===== config.mk =====
export PLATFORM = sky130hd
export DESIGN_NAME = quicksort_engine
export DESIGN_NICKNAME = d
export VERILOG_FILES = /design/src/rtl/qse_pkg.sv /design/src/rtl/quicksort_engine.sv
export SDC_FILE = /design/constraint.sdc
export NUM_CORES = 2
export LEC_CHECK = 0
export BUFFER_PORTS_ARGS = -buffer_cell sky130_fd_sc_hd__buf_2
export CAP_MARGIN = 20
export CORE_MARGIN = 2
export CORE_UTILIZATION = 55
export CTS_BUF_LIST = sky130_fd_sc_hd__clkbuf_4 sky130_fd_sc_hd__clkbuf_8
export CTS_CLUSTER_DIAMETER = 150
export DETAILED_ROUTE_END_ITERATION = 12
export PLACE_DENSITY = 0.71
export REMOVE_ABC_BUFFERS = 1
export SLEW_MARGIN = 20
export SYNTH_ARGS = -nofsm -noshare
export SYNTH_HDL_FRONTEND = slang
export SYNTH_SLANG_ARGS = --single-unit

===== constraint.sdc =====
create_clock -name clk -period 10.85 [get_ports clk]
set_clock_uncertainty 0.2 [all_clocks]
set_input_delay 0 -clock clk [delete_from_list [all_inputs] [get_ports clk]]
set_output_delay 0 -clock clk [all_outputs]
set_load 0.01 [all_outputs]

===== src/rtl/qse_pkg.sv =====
// Shared types for the quicksort engine.
// Holds the sequencer state encoding; no dependencies.
package qse_pkg;

  typedef enum logic [4:0] {
    S_LOAD,
    S_INIT,
    S_POP,
    S_RANGE,
    S_PIVOT,
    S_A_ISS,
    S_A_CHK,
    S_B_ISS,
    S_B_CHK,
    S_SWAP_A,
    S_SWAP_B,
    S_FIX_LO,
    S_FIX_HI,
    S_PUSH_L,
    S_PUSH_R,
    S_O_ISS,
    S_O_RD,
    S_O_HOLD
  } qse_state_t;

endpackage


===== src/rtl/quicksort_engine.sv =====
// Quicksort engine top level: element store, range stack and sort sequencer; uses qse_pkg.
// Loading accepts an item whenever one is offered, and the block is not ready again until
// the set is out. The in-place sort uses one store read port and one write port, and each
// sorted result is read out through S_O_ISS, S_O_RD and S_O_HOLD, the last waiting for
// out_tready. Reset clears the state, the element count, the range stack pointer, the
// output valid and the overflow flag.
module quicksort_engine #(
  parameter int DEPTH = 32
) (
  input  logic        clk,
  input  logic        rst_n,
  input  logic        in_tvalid,
  output logic        in_tready,
  input  logic [31:0] in_tdata,   // value
  input  logic        in_tlast,   // is_last
  output logic        out_tvalid,
  input  logic        out_tready,
  output logic [31:0] out_tdata,  // value_res
  output logic        out_tlast,  // is_last_res
  output logic [0:0]  out_tuser   // overflow
);
  import qse_pkg::*;

  localparam int AW = $clog2(DEPTH);
  localparam int CW = $clog2(DEPTH + 1);

  qse_state_t state_r, state_nxt;

  logic signed [31:0] mem [DEPTH];
  logic [2*AW-1:0]    stack [DEPTH];

  logic [CW-1:0] cnt_r, cnt_nxt;
  logic [CW-1:0] sp_r, sp_nxt;
  logic          drop_r, drop_nxt;
  logic          out_valid_r, out_valid_nxt;

  logic [AW-1:0] lo_r, lo_nxt, hi_r, hi_nxt;
  logic [AW-1:0] a_r, a_nxt, b_r, b_nxt, k_r, k_nxt;
  logic signed [31:0] pv_r, pv_nxt, va_r, va_nxt, vb_r, vb_nxt;
  logic [31:0] out_value_r, out_value_nxt;
  logic        out_last_r, out_last_nxt;

  logic                we;
  logic [AW-1:0]       wa, ra;
  logic signed [31:0]  wd;
  logic signed [31:0]  rd_data_r;

  logic                stk_we;
  logic [AW-1:0]       stk_wa, stk_ra;
  logic [2*AW-1:0]     stk_wd, stk_q_r;

  logic in_acc, push_l, push_r, sp_room;

  assign in_acc  = in_tvalid && in_tready;
  assign push_l  = {1'b0, b_r} > ({1'b0, lo_r} + 1'b1);
  assign push_r  = ({1'b0, b_r} + 1'b1) < {1'b0, hi_r};
  assign sp_room = sp_r < CW'(DEPTH);
  assign stk_ra  = AW'(sp_r - 1'b1);

  assign in_tready  = (state_r == S_LOAD);
  assign out_tvalid = out_valid_r;
  assign out_tdata  = out_value_r;
  assign out_tlast  = out_last_r;
  assign out_tuser  = drop_r;

  always_ff @(posedge clk) begin
    if (we) begin
      mem[wa] <= wd;
    end
    rd_data_r <= mem[ra];
  end

  always_ff @(posedge clk) begin
    if (stk_we) begin
      stack[stk_wa] <= stk_wd;
    end
    stk_q_r <= stack[stk_ra];
  end

  always_ff @(posedge clk) begin
    if (!rst_n) begin
      state_r     <= S_LOAD;
      cnt_r       <= '0;
      sp_r        <= '0;
      drop_r      <= 1'b0;
      out_valid_r <= 1'b0;
    end else begin
      state_r     <= state_nxt;
      cnt_r       <= cnt_nxt;
      sp_r        <= sp_nxt;
      drop_r      <= drop_nxt;
      out_valid_r <= out_valid_nxt;
    end
  end

  always_ff @(posedge clk) begin
    lo_r        <= lo_nxt;
    hi_r        <= hi_nxt;
    a_r         <= a_nxt;
    b_r         <= b_nxt;
    k_r         <= k_nxt;
    pv_r        <= pv_nxt;
    va_r        <= va_nxt;
    vb_r        <= vb_nxt;
    out_value_r <= out_value_nxt;
    out_last_r  <= out_last_nxt;
  end

  always_comb begin
    state_nxt     = state_r;
    cnt_nxt       = cnt_r;
    sp_nxt        = sp_r;
    drop_nxt      = drop_r;
    out_valid_nxt = out_valid_r;
    lo_nxt        = lo_r;
    hi_nxt        = hi_r;
    a_nxt         = a_r;
    b_nxt         = b_r;
    k_nxt         = k_r;
    pv_nxt        = pv_r;
    va_nxt        = va_r;
    vb_nxt        = vb_r;
    out_value_nxt = out_value_r;
    out_last_nxt  = out_last_r;
    we            = 1'b0;
    wa            = '0;
    wd            = in_tdata;
    ra            = '0;
    stk_we        = 1'b0;
    stk_wa        = '0;
    stk_wd        = '0;

    case (state_r)
      S_LOAD: begin
        if (in_acc) begin
          if (cnt_r < CW'(DEPTH)) begin
            we      = 1'b1;
            wa      = cnt_r[AW-1:0];
            cnt_nxt = cnt_r + 1'b1;
          end else begin
            drop_nxt = 1'b1;
          end
          if (in_tlast) begin
            state_nxt = S_INIT;
          end
        end
      end
      S_INIT: begin
        k_nxt = '0;
        if (cnt_r < CW'(2)) begin
          state_nxt = S_O_ISS;
        end else begin
          stk_we    = 1'b1;
          stk_wa    = '0;
          stk_wd    = {AW'(0), AW'(cnt_r - 1'b1)};
          sp_nxt    = CW'(1);
          state_nxt = S_POP;
        end
      end
      S_POP: begin
        if (sp_r == '0) begin
          k_nxt     = '0;
          state_nxt = S_O_ISS;
        end else begin
          sp_nxt    = sp_r - 1'b1;
          state_nxt = S_RANGE;
        end
      end
      S_RANGE: begin
        lo_nxt    = stk_q_r[2*AW-1:AW];
        hi_nxt    = stk_q_r[AW-1:0];
        ra        = stk_q_r[2*AW-1:AW];
        state_nxt = S_PIVOT;
      end
      S_PIVOT: begin
        pv_nxt    = rd_data_r;
        a_nxt     = lo_r;
        b_nxt     = hi_r;
        state_nxt = S_A_ISS;
      end
      S_A_ISS: begin
        ra        = a_r;
        state_nxt = S_A_CHK;
      end
      S_A_CHK: begin
        if (rd_data_r <= pv_r && a_r < hi_r) begin
          a_nxt = a_r + 1'b1;
          ra    = a_r + 1'b1;
        end else begin
          va_nxt    = rd_data_r;
          state_nxt = S_B_ISS;
        end
      end
      S_B_ISS: begin
        ra        = b_r;
        state_nxt = S_B_CHK;
      end
      S_B_CHK: begin
        if (rd_data_r > pv_r) begin
          b_nxt = b_r - 1'b1;
          ra    = b_r - 1'b1;
        end else begin
          vb_nxt    = rd_data_r;
          state_nxt = (a_r < b_r) ? S_SWAP_A : S_FIX_LO;
        end
      end
      S_SWAP_A: begin
        we        = 1'b1;
        wa        = a_r;
        wd        = vb_r;
        state_nxt = S_SWAP_B;
      end
      S_SWAP_B: begin
        we        = 1'b1;
        wa        = b_r;
        wd        = va_r;
        state_nxt = S_A_ISS;
      end
      S_FIX_LO: begin
        we        = 1'b1;
        wa        = lo_r;
        wd        = vb_r;
        state_nxt = S_FIX_HI;
      end
      S_FIX_HI: begin
        we        = 1'b1;
        wa        = b_r;
        wd        = pv_r;
        state_nxt = S_PUSH_L;
      end
      S_PUSH_L: begin
        if (push_l && sp_room) begin
          stk_we = 1'b1;
          stk_wa = sp_r[AW-1:0];
          stk_wd = {lo_r, AW'(b_r - 1'b1)};
          sp_nxt = sp_r + 1'b1;
        end
        state_nxt = S_PUSH_R;
      end
      S_PUSH_R: begin
        if (push_r && sp_room) begin
          stk_we = 1'b1;
          stk_wa = sp_r[AW-1:0];
          stk_wd = {AW'(b_r + 1'b1), hi_r};
          sp_nxt = sp_r + 1'b1;
        end
        state_nxt = S_POP;
      end
      S_O_ISS: begin
        ra        = k_r;
        state_nxt = S_O_RD;
      end
      S_O_RD: begin
        out_value_nxt = rd_data_r;
        out_last_nxt  = (CW'(k_r) + 1'b1) == cnt_r;
        out_valid_nxt = 1'b1;
        state_nxt     = S_O_HOLD;
      end
      S_O_HOLD: begin
        if (out_tready) begin
          out_valid_nxt = 1'b0;
          if (out_last_r) begin
            cnt_nxt   = '0;
            drop_nxt  = 1'b0;
            state_nxt = S_LOAD;
          end else begin
            k_nxt     = k_r + 1'b1;
            state_nxt = S_O_ISS;
          end
        end
      end
      default: begin
        state_nxt = S_LOAD;
      end
    endcase
  end

  a_no_overlap: assert property (@(posedge clk) disable iff (!rst_n)
    !(in_tready && out_tvalid))
    else $error("input accepted while a result is pending");

  a_cnt_bound: assert property (@(posedge clk) disable iff (!rst_n)
    cnt_r <= CW'(DEPTH))
    else $error("element count exceeds store depth");

  a_sp_bound: assert property (@(posedge clk) disable iff (!rst_n)
    sp_r <= CW'(DEPTH))
    else $error("range stack pointer exceeds depth");

  a_end_of_set: assert property (@(posedge clk) disable iff (!rst_n)
    out_tvalid && out_tready && out_tlast |=> in_tready && cnt_r == '0 && !drop_r)
    else $error("block did not return to empty after the last result");

endmodule


### After elaboration in Yosys (flattened, before gate mapping)

Memory sizes are Yosys's and may differ from the RTL's. A register that Yosys moved wholly into a read port is not among the register bits.
Index checks and enable logic that the tools add are counted.
W data, S select, Z words.

* flip-flop bits (word level): 173
* RAM bits: 1344
* output and inout port bits: 36
* memories: 2

* reductions and logical operators: 26
* mux-type cells: 60
* add/subtract/negate cells: 11
* bitwise gates (word level): 2
* $lt $le $gt $ge: 9
* equality and inequality tests: 34

Memories
* mem: depth 32, width 32, rd ports 1, clocked after Yosys merged registers in 1, wr ports 1, RTL line quicksort_engine.sv:29 `logic signed [31:0] mem [DEPTH];`
* stack: depth 32, width 10, rd ports 1, clocked after Yosys merged registers in 1, wr ports 1, RTL line quicksort_engine.sv:30 `logic [2*AW-1:0] stack [DEPTH];`

Operators by type and width (count)
* $pmux W32 S3: 1
* $mux W5: 17
* $pmux W5 S17: 1
* $mux W6: 8
* $eq A5 B4 Y1 const B: 8
* $gt A32 B32 Y1: 1
* $le A32 B32 Y1: 1
* $pmux W10 S3: 1
* $pmux W5 S2: 3
* $pmux W5 S6: 1
* $ne A2 B2 Y1 const B: 13
* $pmux W6 S4: 1
* $eq A5 B3 Y1 const B: 4
* $mux W10: 2
* $pmux W5 S4: 1
* $reduce_and A5 Y1: 4
* $add A5 B1 Y6 const B: 3
* $add A5 B1 Y5 const B: 3
* $pmux W5 S3: 1
* $mux W1: 14
* $add A6 B1 Y6 const B: 2
* $lt A6 B6 Y1 const B: 2
* $mux W4: 3
* $pmux W6 S2: 1
* 25 further kinds: 46

### Longest topological paths before layout

* word-level depth: 7
* mapped depth: 17
* gate-level depth less buffers: 14

### Worst setup path before layout

OpenSTA, ideal clock, no wires.

* path type: reg2reg
* start point: reg state_r[2]
* end point: mem mem[28][0] (enable)
* buffers on the path: 2
* stages on the path, launching flop included: 10
* path slack: 6.670 ns
* data arrival time: 3.559 ns
* period minus slack after synthesis: 4.180 ns
* data required time: 10.229 ns
* library setup time: 0.421 ns
* path through: dfxtp_1 buf_2 or2_2 clkbuf_1 nor2_1 nand2_1 nor2_1 a222oi_1 or3_1 nor2_1

* word-level cells in the longest chain between the ends: 6
* elaborated cells on any way between the ends: 14

RTL lines
* start, declared: RTL line quicksort_engine.sv:27 `qse_state_t state_r, state_nxt;`
* start signal, assigned: RTL line quicksort_engine.sv:88 `state_r <= state_nxt;`
* $logic_not A5 Y1 (*): RTL line quicksort_engine.sv:60 `assign in_tready = (state_r == S_LOAD);`
* named net in_tready: RTL line quicksort_engine.sv:13 `output logic in_tready,`
* $logic_and A1 B1 Y1: RTL line quicksort_engine.sv:54 `assign in_acc = in_tvalid && in_tready;`
* $mux W1: RTL line quicksort_engine.sv:135 `if (in_acc) begin`
* $pmux W1 S2: RTL line quicksort_engine.sv:133 `case (state_r)`
* $mux W1: RTL line quicksort_engine.sv:67 `if (we) begin`
* $mux W1 (not written as such): RTL line quicksort_engine.sv:68 `mem[wa] <= wd;`
* end, declared: RTL line quicksort_engine.sv:29

Mark *: on every way through the listed nets, which the timed path passes. The rest lies on a longest branch.

### Worst setup path after layout

* start point: reg pv_r[31]
* end point: reg rd_data_r[6] (read register of mem)

* word-level cells in the longest chain between the ends: 4
* elaborated cells on any way between the ends: 6

RTL lines
* start, declared: RTL line quicksort_engine.sv:39 `logic signed [31:0] pv_r, pv_nxt, va_r, va_nxt, vb_r, vb_nxt;`
* start signal, assigned: RTL line quicksort_engine.sv:102 `pv_r <= pv_nxt;`
* $le A32 B32 Y1: RTL line quicksort_engine.sv:186 `if (rd_data_r <= pv_r && a_r < hi_r) begin`
* $logic_and A1 B1 Y1: RTL line quicksort_engine.sv:186
* $mux W5: RTL line quicksort_engine.sv:186
* $pmux W5 S6 (*): RTL line quicksort_engine.sv:133
* end, declared: RTL line quicksort_engine.sv:46 `logic signed [31:0] rd_data_r;`

Mark *: on every way between the ends. The rest lies on a longest branch, timed or not.
A chain may end at the register's enable or synchronous reset.

==> run_results.csv <==
group,metric,value,unit
outcome,status,"completed",
floorplan,row_count,124,
power_and_ir_drop,cellLeakagePower,24.6,nW
setup_path,criticalPathCategory,"flip-flop to flip-flop",
synth,post_synthesis_async_set_or_reset_flop_share,0,%
cts,clk_path_buf_depth,3,
placement,detailedPlacementHpwl,94.7,mm
placement,placed_insts,5980,
synth,synth.lib_cells_used.distinct,89,
route,drc_errors,0,
synth,yosysMostFrequentCell,"edfxtp_1",
cts,htree_levels,4,
worst_hold_path,hp-start,"in_tdata[0]",
route,drt_pass1_iterations,9,
synth,syn_area,63100,µm²
synth,synth.ff_latch_count,1559,
route,antenna_violating_nets_post_route,0,
layout,finish.utilization,62.1,%
synth,top_area_cell_type_share_of_the_netlist_area,71.3,%
layout,synthToLayoutAreaGrowth,12.2,%
setup_path,r2r_worst_path_depth,14,
global_routing,global_route.overflow_total,0,
job,cap_violations,0,
synth,yosys_warnings,0,
setup_path,slowest_stage,"a21oi_4",
setup_path,cp_data_required_time,11420,ps
synth,post_synth.cell_area_avg,13.8,µm²
cts,clock_sink_count,1559,
setup_path,critical_path_arrival,6490,ps
layout,postLayoutCellArea,70800,µm²
route,wirelength,175,mm
synth,postSynthCellCount,4575,
sta,grt_setup_unrepaired,"no",
synth,synth.yosys.seq_area_share,73.2,%
route,routed_via_density,6.29,
layout,final_net_count,4834,
setup_path,crit_path_max_fanout,36,
setup_path,kind_of_end_point_of_the_critical_path,"flip-flop",
placement,post_dp_cell_area,65500,µm²
floorplan,io-pin-count,73,
synth,largest_area_contributor_in_the_netlist,"edfxtp_1",
global_routing,pin_count_of_the_biggest_net_entering_global_routing,202,
route,drtIter0Drc,6303,
floorplan,design.die.area,117000,µm²
sta,finalWorstPathRequiredPeriod,5920,ps
power_and_ir_drop,powerDensity,249,nW/µm²
cts,worstSkewPairLatency,910,ps
cts,clkTransAtPathRegs,70,ps
floorplan,die_w,343,µm
route,wl_per_cell,27.1,µm
cts,tritoncts,"done",
sta,max_slew_margin,20.8,%
layout,instances_no_fill,6451,
sta,top_achievable_clock_speed,169,MHz
worst_hold_path,timing.hold.worst.class,"input port to flip-flop",
setup_path,path_cells,"inv_1 -> ha_1 -> nand4_2 -> or4_4 -> o21ai_1 -> nor4_1 -> a311oi_2 -> nand3_4 -> a21oi_4 -> buf_4 -> and4_1 -> a311o_1 -> nor2_1 -> o311a_1",
synth,yosys-top-cells-count,"1498 x edfxtp_1, 1211 x nand2_1, 437 x nand3_1",
floorplan,core_region_area,114000,µm²
synth,ys_flop_type,"edfxtp_1",
setup_path,cpPeakStageDelay,950,ps
cts,number_of_buffers_inserted_during_clock_tree_synthesis,235,
route,vias,40600,
sta,tightestPinTransition,1190,ps
worst_hold_path,min_delay_path_depth,4,
global_routing,grt_use_total,29.6,%
setup_path,startpoint_type,"flip-flop",
setup_path,regToRegEndpoint,"rd_data_r[6]",
setup_path,gate_family_responsible_for_the_most_delay_along_the_worst_path,"compound AO/OA/AOI/OAI gates",
layout,share_of_post_route_cells_with_drive_strength_above_1,16.2,%
floorplan,die_height,343,µm
placement,gp_routability_congestion,0.890,
global_routing,initial_antenna_violation_count,6,
synth,synth_enable_flop_cells,1498,
sta,final-hold-violation-count,0,
sta,post-route-period-util,54.6,%
cts,clk_root_buffer_cell,"clkbuf_8",
global_routing,grt_pass1_wl,255,mm
worst_hold_path,timing.hold.worst_endpoint,"mem[18][0]",
synth,ranking_of_synthesized_cells_by_area,"edfxtp_1 71%, nand2_1 7.2%, mux4_2 3.6%, nand3_1 3.5%, dfxtp_1 1.9%",
setup_path,regToRegSetupSlack,4930,ps
setup_path,worst-path-buf-inv,2,
setup_path,crit-reg2reg-launch,"pv_r[31]",
sta,finalSetupViolations,0,
floorplan,floorplan.initialDensity,55.3,%
power_and_ir_drop,ir_drop,0.308,mV
sta,timing_max_transition_violations_final,0,
sta,setup_total_negative_slack,0,ps
global_routing,first_global_vias,38800,
cts,cts_repair_resize_count,0,
placement,placement.io_buffers,72,
report_power, final:
group          switching, W  leakage, nW  internal, W  total (W)
Combinational       0.00347         7.78      0.00160    0.00507
Sequential         0.000328         14.2      0.00730    0.00763
Clock               0.00226         2.59      0.00266    0.00491
worst reg2reg max path: stages (launching register included):
cell      delay (ps)
edfxtp_1         360
inv_1             50
ha_1             590
nand4_2          300
or4_4            660
o21ai_1          230
nor4_1            90
a311oi_2         380
nand3_4          440
a21oi_4          960
buf_4            630
and4_1           300
a311o_1          160
nor2_1            60
o311a_1          360
kinds of logic after synthesis:
group / Yosys count / synth area share, %
XOR/XNOR: 30 / 0.416
AO/OA/AOI/OAI: 501 / 5.61
adder cells (fa/ha/maj): 58 / 1.15
AND/OR/NAND/NOR: 1972 / 13.4
flip-flops: 1559 / 73.2
multiplexers: 121 / 3.92
buffers and inverters: 334 / 2.27
sequential cells by signal, indices dropped and copies added (netlist names), 5 cells and up:
signal,cells
mem,1024
stack,320
out_tdata,32
pv_r,32
rd_data_r,32
va_r,32
vb_r,32
stk_q_r,10
cnt_r,6
sp_r,6
a_r,5
b_r,5
hi_r,5
k_r,5
lo_r,5
state_r,5
layout by cell type, fill, tap and decap left out, types with 10 or more instances in the layout:
| master | n |
|---|---|
| edfxtp_1 | 1498 |
| nand2_1 | 1207 |
| nand3_1 | 437 |
| clkbuf_8 | 256 |
| a21oi_1 | 167 |
| nor2_1 | 112 |
| mux4_2 | 100 |
| clkbuf_4 | 91 |
| buf_4 | 88 |
| buf_2 | 72 |
| dfxtp_1 | 60 |
| inv_1 | 58 |
| ha_1 | 57 |
| a22oi_1 | 55 |
| clkinv_1 | 45 |
| o21ai_0 | 42 |
| and3_1 | 40 |
| nor2_4 | 37 |
| dlygate4sd3_1 | 33 |
| a311oi_1 | 32 |
| and4_1 | 30 |
| a311o_1 | 30 |
| o311a_1 | 30 |
| nor3_1 | 25 |
| clkinv_2 | 24 |
| a222oi_1 | 20 |
| xnor2_1 | 14 |
| xor2_1 | 13 |
| nor2_2 | 12 |
| a31oi_1 | 12 |
| mux2_2 | 11 |
| a21oi_2 | 10 |
| nand4_1 | 10 |
| mux2i_1 | 10 |
worst max path at each step:
stage | cells after the start | slack [ps] | end | start
floorplan | 12 | -220 | rd_data_r[29] | pv_r[31]
global placement | 14 | 5330 | rd_data_r[29] | pv_r[31]
detailed placement | 14 | 5120 | rd_data_r[6] | pv_r[31]
CTS | 14 | 5080 | rd_data_r[6] | pv_r[31]
global route | 14 | 4860 | rd_data_r[8] | pv_r[31]
finish | 14 | 4930 | rd_data_r[6] | pv_r[31]
what timing repair did:
action | in CTS | in global routing
buffers inserted | 0 | 0
hold endpoints to repair | 645 | 128
hold buffers | 29 | 4
through the flow:
| step | hold slack [ps] | power (W) | setup slack (ps) |
|---|---|---|---|
| final | 60.8 | 0.0176 | 4930 |
| after global routing | 43.6 | 0.0183 | 4860 |
| after CTS | 16.0 | 0.0175 | 5080 |
| after detailed placement | 125 | 0.0127 | 5120 |
| after global placement | 125 | 0.0126 | 5330 |
| after floorplan | -59.9 | 0.0113 | -221 |
cell type report:
| class | instances | area [µm²] |
|---|---|---|
| antenna | 3 | 7.51 |
| clock buffer | 347 | 4210 |
| clock inverter | 87 | 643 |
| fill | 8355 | 43200 |
| inverter | 61 | 229 |
| multi-input combinational | 2682 | 16100 |
| sequential | 1559 | 46200 |
| tap | 1512 | 1890 |
| timing repair buffer | 200 | 1490 |
per-layer routing:
metal,up-vias,GRT usage (%),wire [µm]
li1,17400,-,-
met1,20100,42.2,66800
met2,2657,44.7,79300
met3,455,6.35,21100
met4,0,12.5,7410
met5,-,0,0
Power figures use the tool's default switching activity.
